**src/rtl/color_key_bounding_box_top_macros.svh**
```systemverilog
// Assertion helpers included by the tracking stage (ckbb_track).
`ifndef COLOR_KEY_BOUNDING_BOX_TOP_MACROS_SVH
`define COLOR_KEY_BOUNDING_BOX_TOP_MACROS_SVH

// The condition must hold in the same cycle as the trigger.
`define CKBB_ASSERT_SAME(lbl, trig, cond, msg) \
  lbl: assert property (@(posedge clk) disable iff (!rst_n) (trig) |-> (cond)) else $error(msg);

// The condition must hold in the cycle after the trigger.
`define CKBB_ASSERT_NEXT(lbl, trig, cond, msg) \
  lbl: assert property (@(posedge clk) disable iff (!rst_n) (trig) |=> (cond)) else $error(msg);

`endif

```
**src/rtl/ckbb_pkg.sv**
```systemverilog
package ckbb_pkg;

  localparam int MAX_WIDTH  = 2048;
  localparam int MAX_HEIGHT = 2048;

  localparam int COORD_W   = 11;
  localparam int CHAN_W    = 8;
  localparam int ARM_W     = 3;
  localparam int CFG_IDX_W = 2;

  localparam int ARM_CAP = 5;
  // Smallest span at which floor(span * 3 / 10) reaches the cap.
  localparam int ARM_SAT = (ARM_CAP * 10 + 2) / 3;

  localparam logic [CHAN_W-1:0] RST_RED   = CHAN_W'(225);
  localparam logic [CHAN_W-1:0] RST_GREEN = CHAN_W'(225);
  localparam logic [CHAN_W-1:0] RST_BLUE  = CHAN_W'(65);
  localparam logic [CHAN_W-1:0] RST_TOL   = CHAN_W'(50);

  typedef enum logic [CFG_IDX_W-1:0] {
    REG_RED   = 2'd0,
    REG_GREEN = 2'd1,
    REG_BLUE  = 2'd2,
    REG_TOL   = 2'd3
  } cfg_reg_t;

  typedef struct packed {
    logic [CHAN_W-1:0] red;
    logic [CHAN_W-1:0] green;
    logic [CHAN_W-1:0] blue;
    logic [CHAN_W-1:0] tol;
  } color_ref_t;

  typedef struct packed {
    logic [COORD_W-1:0] x;
    logic [COORD_W-1:0] y;
    logic [CHAN_W-1:0]  blue;
    logic [CHAN_W-1:0]  green;
    logic [CHAN_W-1:0]  red;
    logic               last;
  } pix_t;

  typedef struct packed {
    logic [COORD_W-1:0] x;
    logic [COORD_W-1:0] y;
    logic               hit;
    logic               last;
  } hit_t;

  typedef struct packed {
    logic               mask;
    logic               done;
    logic               found;
    logic [COORD_W-1:0] min_x;
    logic [COORD_W-1:0] min_y;
    logic [COORD_W-1:0] max_x;
    logic [COORD_W-1:0] max_y;
  } box_t;

  function automatic logic chan_ok(input logic [CHAN_W-1:0] v,
                                   input logic [CHAN_W-1:0] r,
                                   input logic [CHAN_W-1:0] tol);
    logic [CHAN_W:0] hi;
    logic [CHAN_W:0] v_up;
    hi   = {1'b0, r} + {1'b0, tol};
    v_up = {1'b0, v} + {1'b0, tol};
    return ({1'b0, v} <= hi) && (v_up >= {1'b0, r});
  endfunction

  function automatic logic [COORD_W-1:0] clamp_coord(input logic [COORD_W-1:0] v,
                                                     input int lim);
    logic [COORD_W-1:0] c;
    c = v;
    if (int'(v) >= lim) begin
      c = COORD_W'(lim - 1);
    end
    return c;
  endfunction

  function automatic logic [ARM_W-1:0] arm_of(input logic [COORD_W-1:0] span);
    logic [ARM_W-1:0] a;
    a = ARM_W'(ARM_CAP);
    if (span < COORD_W'(ARM_SAT)) begin
      case (span[4:0]) inside
        [5'd0:5'd3]:   a = ARM_W'(0);
        [5'd4:5'd6]:   a = ARM_W'(1);
        [5'd7:5'd9]:   a = ARM_W'(2);
        [5'd10:5'd13]: a = ARM_W'(3);
        default:       a = ARM_W'(4);
      endcase
    end
    return a;
  endfunction

endpackage

```
**src/rtl/ckbb_front.sv**
```systemverilog
module ckbb_front (
  input  logic                         clk,
  input  logic                         rst_n,
  input  logic                         in_valid,
  output logic                         in_stall,
  input  logic [ckbb_pkg::COORD_W-1:0] in_pix_x,
  input  logic [ckbb_pkg::COORD_W-1:0] in_pix_y,
  input  logic [ckbb_pkg::CHAN_W-1:0]  in_blue_val,
  input  logic [ckbb_pkg::CHAN_W-1:0]  in_green_val,
  input  logic [ckbb_pkg::CHAN_W-1:0]  in_red_val,
  input  logic                         in_frame_end,
  input  ckbb_pkg::color_ref_t         refs,
  output logic                         dn_valid,
  input  logic                         dn_stall,
  output ckbb_pkg::hit_t               dn_data
);
  import ckbb_pkg::*;

  logic v1_r, v1_nxt;
  pix_t p1_r, p1_nxt;
  logic v2_r, v2_nxt;
  hit_t h2_r, h2_nxt;
  logic stall1, stall2;

  assign stall2   = v2_r & dn_stall;
  assign stall1   = v1_r & stall2;
  assign in_stall = stall1;
  assign dn_valid = v2_r;
  assign dn_data  = h2_r;

  always_comb begin
    v1_nxt = v1_r;
    p1_nxt = p1_r;
    if (!stall1) begin
      v1_nxt       = in_valid;
      p1_nxt.x     = in_pix_x;
      p1_nxt.y     = in_pix_y;
      p1_nxt.blue  = in_blue_val;
      p1_nxt.green = in_green_val;
      p1_nxt.red   = in_red_val;
      p1_nxt.last  = in_frame_end;
    end
  end

  always_comb begin
    v2_nxt = v2_r;
    h2_nxt = h2_r;
    if (!stall2) begin
      v2_nxt      = v1_r;
      h2_nxt.x    = clamp_coord(p1_r.x, MAX_WIDTH);
      h2_nxt.y    = clamp_coord(p1_r.y, MAX_HEIGHT);
      h2_nxt.hit  = chan_ok(p1_r.blue, refs.blue, refs.tol) &&
                    chan_ok(p1_r.green, refs.green, refs.tol) &&
                    chan_ok(p1_r.red, refs.red, refs.tol);
      h2_nxt.last = p1_r.last;
    end
  end

  always_ff @(posedge clk) begin
    if (!rst_n) begin
      v1_r <= 1'b0;
      v2_r <= 1'b0;
    end else begin
      v1_r <= v1_nxt;
      v2_r <= v2_nxt;
    end
  end

  always_ff @(posedge clk) begin
    p1_r <= p1_nxt;
    h2_r <= h2_nxt;
  end

endmodule

```
**src/rtl/ckbb_track.sv**
```systemverilog
`include "color_key_bounding_box_top_macros.svh"

module ckbb_track (
  input  logic           clk,
  input  logic           rst_n,
  input  logic           up_valid,
  output logic           up_stall,
  input  ckbb_pkg::hit_t up_data,
  output logic           dn_valid,
  input  logic           dn_stall,
  output ckbb_pkg::box_t dn_data
);
  import ckbb_pkg::*;

  logic [COORD_W-1:0] run_min_x_r, run_min_x_nxt;
  logic [COORD_W-1:0] run_min_y_r, run_min_y_nxt;
  logic [COORD_W-1:0] run_max_x_r, run_max_x_nxt;
  logic [COORD_W-1:0] run_max_y_r, run_max_y_nxt;
  logic               run_any_r, run_any_nxt;
  logic               v3_r, v3_nxt;
  box_t               b3_r, b3_nxt;
  logic               stall3, adv;
  logic [COORD_W-1:0] n_min_x, n_min_y, n_max_x, n_max_y;
  logic               n_any;

  assign stall3   = v3_r & dn_stall;
  assign up_stall = stall3;
  assign adv      = up_valid & ~stall3;
  assign dn_valid = v3_r;
  assign dn_data  = b3_r;

  always_comb begin
    n_min_x = (up_data.hit && up_data.x < run_min_x_r) ? up_data.x : run_min_x_r;
    n_max_x = (up_data.hit && up_data.x > run_max_x_r) ? up_data.x : run_max_x_r;
    n_min_y = (up_data.hit && up_data.y < run_min_y_r) ? up_data.y : run_min_y_r;
    n_max_y = (up_data.hit && up_data.y > run_max_y_r) ? up_data.y : run_max_y_r;
    n_any   = run_any_r | up_data.hit;
  end

  always_comb begin
    run_min_x_nxt = run_min_x_r;
    run_min_y_nxt = run_min_y_r;
    run_max_x_nxt = run_max_x_r;
    run_max_y_nxt = run_max_y_r;
    run_any_nxt   = run_any_r;
    b3_nxt        = b3_r;
    v3_nxt        = v3_r;
    if (!stall3) begin
      v3_nxt = up_valid;
    end
    if (adv) begin
      b3_nxt.mask  = up_data.hit;
      b3_nxt.done  = up_data.last;
      b3_nxt.found = up_data.last & n_any;
      b3_nxt.min_x = n_min_x;
      b3_nxt.min_y = n_min_y;
      b3_nxt.max_x = n_max_x;
      b3_nxt.max_y = n_max_y;
      if (up_data.last) begin
        run_min_x_nxt = '1;
        run_min_y_nxt = '1;
        run_max_x_nxt = '0;
        run_max_y_nxt = '0;
        run_any_nxt   = 1'b0;
      end else begin
        run_min_x_nxt = n_min_x;
        run_min_y_nxt = n_min_y;
        run_max_x_nxt = n_max_x;
        run_max_y_nxt = n_max_y;
        run_any_nxt   = n_any;
      end
    end
  end

  always_ff @(posedge clk) begin
    if (!rst_n) begin
      run_min_x_r <= '1;
      run_min_y_r <= '1;
      run_max_x_r <= '0;
      run_max_y_r <= '0;
      run_any_r   <= 1'b0;
      v3_r        <= 1'b0;
    end else begin
      run_min_x_r <= run_min_x_nxt;
      run_min_y_r <= run_min_y_nxt;
      run_max_x_r <= run_max_x_nxt;
      run_max_y_r <= run_max_y_nxt;
      run_any_r   <= run_any_nxt;
      v3_r        <= v3_nxt;
    end
  end

  always_ff @(posedge clk) begin
    b3_r <= b3_nxt;
  end

  `CKBB_ASSERT_NEXT(a_clear_after_last, adv && up_data.last,
    !run_any_r && run_min_x_r == '1 && run_max_y_r == '0, "box not cleared after frame end")
  `CKBB_ASSERT_SAME(a_empty_box_reset, !run_any_r,
    run_min_x_r == '1 && run_min_y_r == '1 && run_max_x_r == '0 && run_max_y_r == '0,
    "running box changed without a hit")
  `CKBB_ASSERT_SAME(a_found_ordered, v3_r && b3_r.found,
    b3_r.done && b3_r.min_x <= b3_r.max_x && b3_r.min_y <= b3_r.max_y,
    "reported box is not ordered")

endmodule

```
**src/rtl/ckbb_report.sv**
```systemverilog
module ckbb_report (
  input  logic                         clk,
  input  logic                         rst_n,
  input  logic                         up_valid,
  output logic                         up_stall,
  input  ckbb_pkg::box_t               up_data,
  output logic                         out_valid,
  input  logic                         out_stall,
  output logic                         out_mask_bit,
  output logic                         out_frame_done,
  output logic                         out_found,
  output logic [ckbb_pkg::COORD_W-1:0] out_box_min_x,
  output logic [ckbb_pkg::COORD_W-1:0] out_box_min_y,
  output logic [ckbb_pkg::COORD_W-1:0] out_box_max_x,
  output logic [ckbb_pkg::COORD_W-1:0] out_box_max_y,
  output logic [ckbb_pkg::COORD_W-1:0] out_center_x,
  output logic [ckbb_pkg::COORD_W-1:0] out_center_y,
  output logic [ckbb_pkg::ARM_W-1:0]   out_arm_len
);
  import ckbb_pkg::*;

  logic               v4_r, v4_nxt;
  box_t               box_r, box_nxt;
  logic [COORD_W-1:0] cx_r, cx_nxt;
  logic [COORD_W-1:0] cy_r, cy_nxt;
  logic [ARM_W-1:0]   arm_r, arm_nxt;
  logic               stall4;
  logic [COORD_W-1:0] dx, dy, sm;

  assign stall4   = v4_r & out_stall;
  assign up_stall = stall4;

  always_comb begin
    dx = up_data.max_x - up_data.min_x;
    dy = up_data.max_y - up_data.min_y;
    sm = (dx < dy) ? dx : dy;
  end

  always_comb begin
    v4_nxt  = v4_r;
    box_nxt = box_r;
    cx_nxt  = cx_r;
    cy_nxt  = cy_r;
    arm_nxt = arm_r;
    if (!stall4) begin
      v4_nxt       = up_valid;
      box_nxt      = '0;
      box_nxt.mask = up_data.mask;
      box_nxt.done = up_data.done;
      cx_nxt       = '0;
      cy_nxt       = '0;
      arm_nxt      = '0;
      if (up_data.found) begin
        box_nxt = up_data;
        cx_nxt  = up_data.max_x - (dx >> 1);
        cy_nxt  = up_data.max_y - (dy >> 1);
        arm_nxt = arm_of(sm);
      end
    end
  end

  always_ff @(posedge clk) begin
    if (!rst_n) begin
      v4_r <= 1'b0;
    end else begin
      v4_r <= v4_nxt;
    end
  end

  always_ff @(posedge clk) begin
    box_r <= box_nxt;
    cx_r  <= cx_nxt;
    cy_r  <= cy_nxt;
    arm_r <= arm_nxt;
  end

  assign out_valid      = v4_r;
  assign out_mask_bit   = box_r.mask;
  assign out_frame_done = box_r.done;
  assign out_found      = box_r.found;
  assign out_box_min_x  = box_r.min_x;
  assign out_box_min_y  = box_r.min_y;
  assign out_box_max_x  = box_r.max_x;
  assign out_box_max_y  = box_r.max_y;
  assign out_center_x   = cx_r;
  assign out_center_y   = cy_r;
  assign out_arm_len    = arm_r;

endmodule

```
**src/rtl/color_key_bounding_box_top.sv**
```systemverilog
// Channel   Direction  Handshake            Contents
// in_       input      in_valid/in_stall    pixel column, row, B, G, R, end of frame
// out_      output     out_valid/out_stall  hit bit, frame done, box, center, arm length
// cfg_      input      cfg_valid/cfg_ready  register index and 8-bit write data
//
// One pixel transaction is accepted every cycle while in_stall is low.
// The four register stages each hold one transaction and advance on their own when the
// next stage is free, so a stalled output blocks the input only once the pipe is full.
// Reset loads the reference color and tolerance defaults and empties the running box.
// Configuration writes are always ready and take effect on the next cycle.
module color_key_bounding_box_top (
  input  logic                         clk,
  input  logic                         rst_n,
  input  logic                         in_valid,
  output logic                         in_stall,
  input  logic [ckbb_pkg::COORD_W-1:0] in_pix_x,
  input  logic [ckbb_pkg::COORD_W-1:0] in_pix_y,
  input  logic [ckbb_pkg::CHAN_W-1:0]  in_blue_val,
  input  logic [ckbb_pkg::CHAN_W-1:0]  in_green_val,
  input  logic [ckbb_pkg::CHAN_W-1:0]  in_red_val,
  input  logic                         in_frame_end,
  output logic                         out_valid,
  input  logic                         out_stall,
  output logic                         out_mask_bit,
  output logic                         out_frame_done,
  output logic                         out_found,
  output logic [ckbb_pkg::COORD_W-1:0] out_box_min_x,
  output logic [ckbb_pkg::COORD_W-1:0] out_box_min_y,
  output logic [ckbb_pkg::COORD_W-1:0] out_box_max_x,
  output logic [ckbb_pkg::COORD_W-1:0] out_box_max_y,
  output logic [ckbb_pkg::COORD_W-1:0] out_center_x,
  output logic [ckbb_pkg::COORD_W-1:0] out_center_y,
  output logic [ckbb_pkg::ARM_W-1:0]   out_arm_len,
  input  logic                         cfg_valid,
  output logic                         cfg_ready,
  input  logic [ckbb_pkg::CFG_IDX_W-1:0] cfg_index,
  input  logic [ckbb_pkg::CHAN_W-1:0]  cfg_data
);
  import ckbb_pkg::*;

  color_ref_t refs_r, refs_nxt;
  logic       h_valid, h_stall;
  hit_t       h_data;
  logic       b_valid, b_stall;
  box_t       b_data;

  assign cfg_ready = 1'b1;

  always_comb begin
    refs_nxt = refs_r;
    if (cfg_valid && cfg_ready) begin
      unique case (cfg_reg_t'(cfg_index))
        REG_RED:   refs_nxt.red   = cfg_data;
        REG_GREEN: refs_nxt.green = cfg_data;
        REG_BLUE:  refs_nxt.blue  = cfg_data;
        REG_TOL:   refs_nxt.tol   = cfg_data;
        default:   refs_nxt = refs_r;
      endcase
    end
  end

  always_ff @(posedge clk) begin
    if (!rst_n) begin
      refs_r.red   <= RST_RED;
      refs_r.green <= RST_GREEN;
      refs_r.blue  <= RST_BLUE;
      refs_r.tol   <= RST_TOL;
    end else begin
      refs_r <= refs_nxt;
    end
  end

  ckbb_front u_front (
    .clk          (clk),
    .rst_n        (rst_n),
    .in_valid     (in_valid),
    .in_stall     (in_stall),
    .in_pix_x     (in_pix_x),
    .in_pix_y     (in_pix_y),
    .in_blue_val  (in_blue_val),
    .in_green_val (in_green_val),
    .in_red_val   (in_red_val),
    .in_frame_end (in_frame_end),
    .refs         (refs_r),
    .dn_valid     (h_valid),
    .dn_stall     (h_stall),
    .dn_data      (h_data)
  );

  ckbb_track u_track (
    .clk      (clk),
    .rst_n    (rst_n),
    .up_valid (h_valid),
    .up_stall (h_stall),
    .up_data  (h_data),
    .dn_valid (b_valid),
    .dn_stall (b_stall),
    .dn_data  (b_data)
  );

  ckbb_report u_report (
    .clk            (clk),
    .rst_n          (rst_n),
    .up_valid       (b_valid),
    .up_stall       (b_stall),
    .up_data        (b_data),
    .out_valid      (out_valid),
    .out_stall      (out_stall),
    .out_mask_bit   (out_mask_bit),
    .out_frame_done (out_frame_done),
    .out_found      (out_found),
    .out_box_min_x  (out_box_min_x),
    .out_box_min_y  (out_box_min_y),
    .out_box_max_x  (out_box_max_x),
    .out_box_max_y  (out_box_max_y),
    .out_center_x   (out_center_x),
    .out_center_y   (out_center_y),
    .out_arm_len    (out_arm_len)
  );

endmodule

```
**config.mk**
```make
export PLATFORM = sky130hd
export DESIGN_NAME = color_key_bounding_box_top
export DESIGN_NICKNAME = d
export VERILOG_FILES = /design/src/rtl/ckbb_pkg.sv /design/src/rtl/ckbb_front.sv /design/src/rtl/ckbb_track.sv /design/src/rtl/ckbb_report.sv /design/src/rtl/color_key_bounding_box_top.sv
export VERILOG_INCLUDE_DIRS = /design/src /design/src/rtl
export SDC_FILE = /design/constraint.sdc
export NUM_CORES = 1
export LEC_CHECK = 0
export ABC_AREA = 1
export ABC_CLOCK_PERIOD_IN_PS = 9000
export BUFFER_PORTS_ARGS = -buffer_cell sky130_fd_sc_hd__buf_2
export CAP_MARGIN = 20
export CELL_PAD_IN_SITES_DETAIL_PLACEMENT = 0
export CELL_PAD_IN_SITES_GLOBAL_PLACEMENT = 1
export CORE_ASPECT_RATIO = 2
export CORE_MARGIN = 2
export CORE_UTILIZATION = 50
export CTS_CLUSTER_SIZE = 25
export DETAILED_ROUTE_END_ITERATION = 16
export PLACE_DENSITY_LB_ADDON = 0.1
export SETUP_SLACK_MARGIN = 0.2
export SLEW_MARGIN = 20
export SYNTH_ARGS = -nofsm -noshare
export SYNTH_HDL_FRONTEND = slang
export SYNTH_SLANG_ARGS = --single-unit
```
**constraint.sdc**
```tcl
create_clock -name clk -period 9 [get_ports clk]
set_clock_uncertainty 0.2 [all_clocks]
set_input_delay 1.8 -clock clk [delete_from_list [all_inputs] [get_ports clk]]
set_output_delay 1.8 -clock clk [all_outputs]
set_load 0.02 [all_outputs]
```
==> qor.yml, run 1 <==
outcome: "completed"
grt_pass1_wl_mm: 59.3
p_leak_nw: 8.90
cp-end-kind: "output port"
cts_hold_buf: 0
tns_ns: 0
synth_fp_nets: 2025
cts.sinks: 271
ys_ff_latch: 271
fin_cells: 2347
layout.nets: 2157
syn_inst: 1774
min_period_ns: 5.70
clockRootBuffer: "clkbuf_16"
start_kind: "primary input"
initial_core_util_pct: 50.4
antenna_found_initial: 0
r2r_end: "u_report.out_center_x[10]"
crit_fanout: 74
areaGrowthSynthToFinish_pct: 12.7
die_w_um: 130
dr_total_vias: 12200
slew_viol_final: 0
die_y_um: 256
htree_num_levels: 1
rows: 92
postRouteAntennaNets: 0
power_density_nw_per_um2: 168
clkLatencyLatePin_ns: 0.54
first_pass_iters: 5
cts_tree: "done"
cts_made_buffers: 25
drc_errors: 0
syn_area_um2: 15800
grt_overflow: 0
post_drt_wl_per_cell_um: 15.8
clk_pin_slew_ns: 0.07
synth_ff_type: "edfxtp_1"
worstPathRequired_ns: 7.00
gp_congestion: 0.908
worstMarginPinSlew_ns: 1.08
synthArstFlopShare_pct: 0
r2r-start: "u_track.dn_data[11]"
grt_pass1_vias: 12100
dieArea_um2: 33200
final_cell_area_um2: 17900
cts_buffer_depth: 3
path_class: "in -> out"
relSlewSlack_pct: 28.1
wirelength_mm: 37.2
finalSetupViolCount: 0
dp_hpwl_mm: 29.5
antenna_cells: 0
place_inst: 2301
finalCritPeriodShare_pct: 63.3
reg2reg_depth: 22
vias_per_cell: 5.18
cp.arrival_ns: 3.70
timing.fmax_mhz: 175
hold_end: "u_front.dn_data[2]"
first_iter_violations: 469
synth.avg_cell_area_um2: 8.93
portBuffers: 135
grt_max_degree: 90
irDropWorstVdd_mv: 0.156
ys_warn_count: 0
rsz0062_at_grt: "no"
cts_resized: 0
io_pins: 137
post_cts_buffers: 0
hold_slack_ns: 0.212
seq_area_frac_synth_pct: 46.2
coreArea_um2: 31400
min_from: "u_front.p1_r[25]"
r2r_slack_ns: 4.70
grt.total_usage_pct: 22.8
drive_gt1_share_pct: 11.8
synth-edff-count: 190
place_area_um2: 17000
hold_viol: 0
ys_types: 50
hold_path_class: "reg -> reg"
max-cap-violations: 0
min_path_cells: 0
## worst max-delay path: stages
cell     delay (ns)
buf_2          0.11
nand2_4        0.65
nor2_1         0.08
inv_1          0.12
nor2_1         0.04
inv_1          0.44
nor2_1         0.22
buf_2          0.22
## cells in the mapped netlist, types with 8 or more instances
cell      number  share of area, %
clkbuf_1      33              0.78
o21ai_0      114               3.6
ha_1         179                14
nand2_1      390               9.2
o21bai_1       8              0.38
dfxtp_1       81                10
a21oi_1      138               4.4
nand3_1       72               2.3
o211ai_1      28               1.3
xor2_1        21               1.2
nor3_1        10              0.32
nand4_1       17              0.67
nor2_1        72               1.7
xnor2_1       26               1.4
nand2_2       17              0.67
edfxtp_1     190                36
fa_1          10               1.3
inv_1        288               6.8
o21a_1        11              0.52
## cells by family (layout without fill, tap and decap cells)
logic type	count (synthesis)	after routing	synth area share, %
other	1	1	0.0237
AO/OA/AOI/OAI	334	334	11.9
AND/OR/NAND/NOR	602	602	16.0
buffers and inverters	330	480	7.85
flip-flops	271	271	46.2
XOR/XNOR	47	47	2.60
adder cells (fa/ha/maj)	189	189	15.4
## area by class of cell
class / instances / area [um^2]
Fill cell: 2887 / 13600
Multi-Input combinational cell: 1173 / 7290
Tap cell: 423 / 529
Inverter: 294 / 1110
Clock inverter: 10 / 119
Sequential cell: 271 / 7330
Clock buffer: 35 / 767
Timing Repair Buffer: 141 / 728
## power by group
part	switching (W)	internal, W
Clock	0.000471	0.000656
Sequential	0.0000363	0.00138
Combinational	0.000284	0.000179
## metal layers
metal,part of all wire (%),track usage (%)
met4,5.1,11.0
met5,0,0
met2,58,46.3
met3,2.7,2.15
met1,34,21.5
## layout by cell type (no fill, tap or decap), types with 3 or more instances in the layout
cell / n
ha_1: 179
xnor2_1: 26
buf_2: 135
o221ai_1: 3
o21a_1: 11
a31oi_1: 7
clkbuf_8: 6
buf_4: 5
nor2_1: 71
inv_2: 6
edfxtp_1: 190
clkbuf_16: 27
nand3_1: 72
or2_2: 4
xor2_1: 21
nand2_2: 17
dfxtp_1: 81
nand4_1: 17
and2_1: 6
a21o_1: 4
nor2_2: 3
o211ai_1: 28
inv_1: 286
fa_1: 10
nand2_1: 389
o21ai_0: 114
a21boi_0: 3
o21ai_1: 5
nor3_1: 10
o21bai_1: 8
a21oi_1: 138
nor4_1: 3
clkinv_2: 5
## worst max-delay path by stage
stage,slack [ns],cells past startpoint,from,end
finish,3.30,8,out_stall,in_stall
CTS,2.86,8,out_stall,in_stall
global route,3.07,8,out_stall,in_stall
floorplan,2.61,6,out_stall,in_stall
global placement,2.90,8,out_stall,in_stall
detailed placement,2.86,8,out_stall,in_stall
## state kept, by name (all words and copies together) (netlist names), 3 cells and up
signal and flops:
u_track.run_max_x_r 11, u_report.out_box_min_y 11, u_front.dn_data 24, u_track.dn_data 47, u_report.out_center_x 11, u_track.run_min_x_r 11
u_track.run_min_y_r 11, u_report.out_box_min_x 11, u_report.out_box_max_y 11, u_report.out_box_max_x 11, u_track.run_max_y_r 11, u_front.p1_r 47
refs_r 32, u_report.out_center_y 11, u_report.out_arm_len 3
## through the flow
step           util (%)  setup WS, ns  power (W)
4_1_cts            56.8          2.86    0.00304
3_5_place_dp       54.0          2.86    0.00191
5_1_grt            56.8          3.07    0.00314
3_3_place_gp       54.0          2.90    0.00190
2_1_floorplan         -          2.61    0.00177
6_report           56.8          3.30    0.00301
Power figures use the tool's default switching activity.
==> run 2: changes to the inputs <==
Settings changed: ABC_CLOCK_PERIOD_IN_PS 9000 to 5900, CORE_UTILIZATION 50 to 47.
Clock period 9 ns to 5.9 ns, I/O delays scaled along.
==> run 2 against run 1 <==
Final area grew 0.11%; routed wire length grew 4.2%; critical path depth grew 14; total power grew 50%; die area grew 6.2%; non-clock buffer count grew 4; core utilization shrank 3.3 points; clock-buffer cell count grew 2; via count shrank 0.19%; clock power grew 46%; critical endpoint is now u_report.out_center_x[10]; largest cell class unchanged.
==> qor.yml, run 2 (same netlist as run 1, synthesis figures left out) <==
outcome: "completed"
htree_num_levels: 1  # unchanged
final_cell_mix: "nand2_1 (389), inv_1 (286), edfxtp_1 (190)"
r2r_slack_ns: 1.60  # -3.10 ns
switching_share_pct: 27.0  # +0.70 points
tns_ns: 0  # unchanged
path_class: "reg -> reg"
finalSetupViolCount: 0  # unchanged
grt_util_met1_pct: 20.7  # -0.77 points
die_w_um: 134  # +3.0%
hold_viol: 0  # unchanged
multi_input_area_um2: 7290  # about the same
cpPeakStageDelay_ns: 0.44  # -0.21 ns
start_kind: "register"
initial_core_util_pct: 47.5  # -3.0 points
power_density_nw_per_um2: 253  # +50%
vias_per_cell: 5.13  # -1.0%
die_y_um: 264  # +3.1%
grt.total_usage_pct: 22.3  # -0.47 points
seqPwrFrac_pct: 47.8  # +0.7 points
postRouteAntennaNets: 0  # unchanged
relSlewSlack_pct: 29.1  # +0.96 points
cts_tree: "done"
cts_made_buffers: 26  # +4.0%
switchingPower_w: 0.00122  # +54%
reg2reg_depth: 22  # unchanged
cpLargestDelayFamily: "compound AO/OA/AOI/OAI gates"
finalCritPeriodShare_pct: 72.9
grt_overflow: 0  # unchanged
fin_cells: 2367  # +0.85%
layout_commonest_cell: "nand2_1"
cts_resized: 0  # unchanged
cpMaxStageDelayCell: "xor2_1"
r2r_end: "u_report.out_center_x[10]"
startpoint: "u_track.dn_data[11]"
dp_hpwl_mm: 30.7  # +3.9%
first_pass_iters: 4  # -1
hold_end: "u_front.dn_data[8]"
grt_max_degree: 74  # -18%
cts_buffer_depth: 3  # unchanged
rsz0062_at_grt: "no"
dr_total_vias: 12100  # -0.19%
post_cts_buffers: 0  # unchanged
clkLatencyLatePin_ns: 0.55  # about the same
areaGrowthSynthToFinish_pct: 12.8
worstPathRequired_ns: 6.01  # -0.99 ns
clockRootBuffer: "clkbuf_16"
dieArea_um2: 35300  # +6.2%
coreArea_um2: 33400  # +6.3%
first_iter_violations: 416  # -11%
cts_hold_buf: 0  # unchanged
p_leak_nw: 8.90  # about the same
gp_congestion: 0.904  # -0.41%
crit_top_cell: "nand2_1"
grt_pass1_vias: 12500  # +3.0%
hold_slack_ns: 0.212  # -0.000354 ns
worstMarginPinSlew_ns: 1.06  # -0.0172 ns
hold_path_class: "reg -> reg"
cp.arrival_ns: 4.41  # +0.71 ns
portBuffers: 135  # unchanged
cts.sinks: 271  # unchanged
combPwrFrac_pct: 15.7  # +0.3 points
grt_util_met2_pct: 45.8  # -0.50 points
drive_gt1_share_pct: 11.8  # about the same
irDropWorstVdd_mv: 0.243  # +55%
io_pins: 137  # unchanged
globalRouteMet3Util_pct: 2.05  # -0.10 points
clk_pin_slew_ns: 0.07  # about the same
fill_cells: 3110  # +7.7%
worst-path-buf-inv: 3  # -1
min_from: "u_front.p1_r[31]"
top_usage_layer: "met2"
cp-end-kind: "register"
r2r-start: "u_track.dn_data[11]"
timing.fmax_mhz: 232
drc_errors: 0  # unchanged
antenna_found_initial: 0  # unchanged
crit_fanout: 5  # -93%
antenna_cells: 0  # unchanged
grt_pass1_wl_mm: 61.8  # +4.2%
cp_cell_sequence: "inv_1, ha_1, inv_1, fa_1, nand2_1, nand2_1, and2_1, xor2_1, inv_1, ha_1, a21oi_1, nand2_1, nand2_1, nand2_1, a21oi_1, or2_2, nand2_1, a21oi_1, nor2_1, o31ai_1, a21oi_1, o21a_1"
intPower_w: 0.00330  # +49%
min_period_ns: 4.30
pwr-share-clk_pct: 36.5  # -1.0 points
post_drt_wl_per_cell_um: 16.4  # +3.3%
layout.nets: 2162  # +0.23%
rows: 95  # +3.3%
place_inst: 2318  # +0.74%
wirelength_mm: 38.7  # +4.2%
layout.area.seq_um2: 7330  # unchanged
min_path_cells: 0  # unchanged
slew_viol_final: 0  # unchanged
max-cap-violations: 0  # unchanged
[run 2: worst reg2reg max path, stage by stage (launching register included)]
cell and delay [ns]:
edfxtp_1 0.39, inv_1 0.09, ha_1 0.17, inv_1 0.09, fa_1 0.41, nand2_1 0.12
nand2_1 0.07, and2_1 0.16, xor2_1 0.44, inv_1 0.09, ha_1 0.35, a21oi_1 0.21
nand2_1 0.07, nand2_1 0.07, nand2_1 0.05, a21oi_1 0.16, or2_2 0.15, nand2_1 0.05
a21oi_1 0.19, nor2_1 0.07, o31ai_1 0.25, a21oi_1 0.11, o21a_1 0.11
[run 2: how the worst max path moves through the flow]
| stage | slack (ns) | cells past startpoint | endpoint |
|---|---|---|---|
| 2_1_floorplan | 0.51 | 7 | u_front.p1_r[0] |
| 3_3_place_gp | 1.66 | 22 | u_report.out_center_x[10] |
| 3_5_place_dp | 1.64 | 22 | u_report.out_center_x[10] |
| 4_1_cts | 1.60 | 22 | u_report.out_center_x[10] |
| 5_1_grt | 1.14 | 22 | u_report.out_center_x[10] |
| 6_report | 1.60 | 22 | u_report.out_center_x[10] |
[run 2: cell type report]
type	instances	share of cell area [%]
Sequential cell	271	41.0
Clock buffer	37	4.33
Inverter	294	6.18
Tap cell	436	3.05
Clock inverter	11	0.385
Timing Repair Buffer	145	4.31
Multi-Input combinational cell	1173	40.8
[run 2: layer usage]
layer | wire length [um] | vias to the layer above
met1 | 13100 | 5575
met4 | 2180 | 0
met2 | 22300 | 229
met5 | 0 | -
li1 | - | 6230
met3 | 1130 | 98
[run 2: power groups by stage]
stage / sequential [W] / combinational [W] / clock [W]
after CTS: 0.00216 / 0.000716 / 0.00170
after global routing: 0.00217 / 0.000817 / 0.00177
final: 0.00216 / 0.000710 / 0.00165
after floorplan: 0.00220 / 0.000497 / 0
after detailed placement: 0.00221 / 0.000712 / 0
after global placement: 0.00220 / 0.000697 / 0
[run 2: per-stage QoR]
step | total power (W) | area [um^2] | utilization, % | setup slack [ns]
after CTS | 0.00458 | 17900 | 53.5 | 1.60
after floorplan | 0.00270 | 15800 | - | 0.507
after global routing | 0.00475 | 17900 | 53.5 | 1.14
after global placement | 0.00290 | 17000 | 50.9 | 1.66
final | 0.00452 | 17900 | 53.5 | 1.60
after detailed placement | 0.00292 | 17000 | 50.9 | 1.64
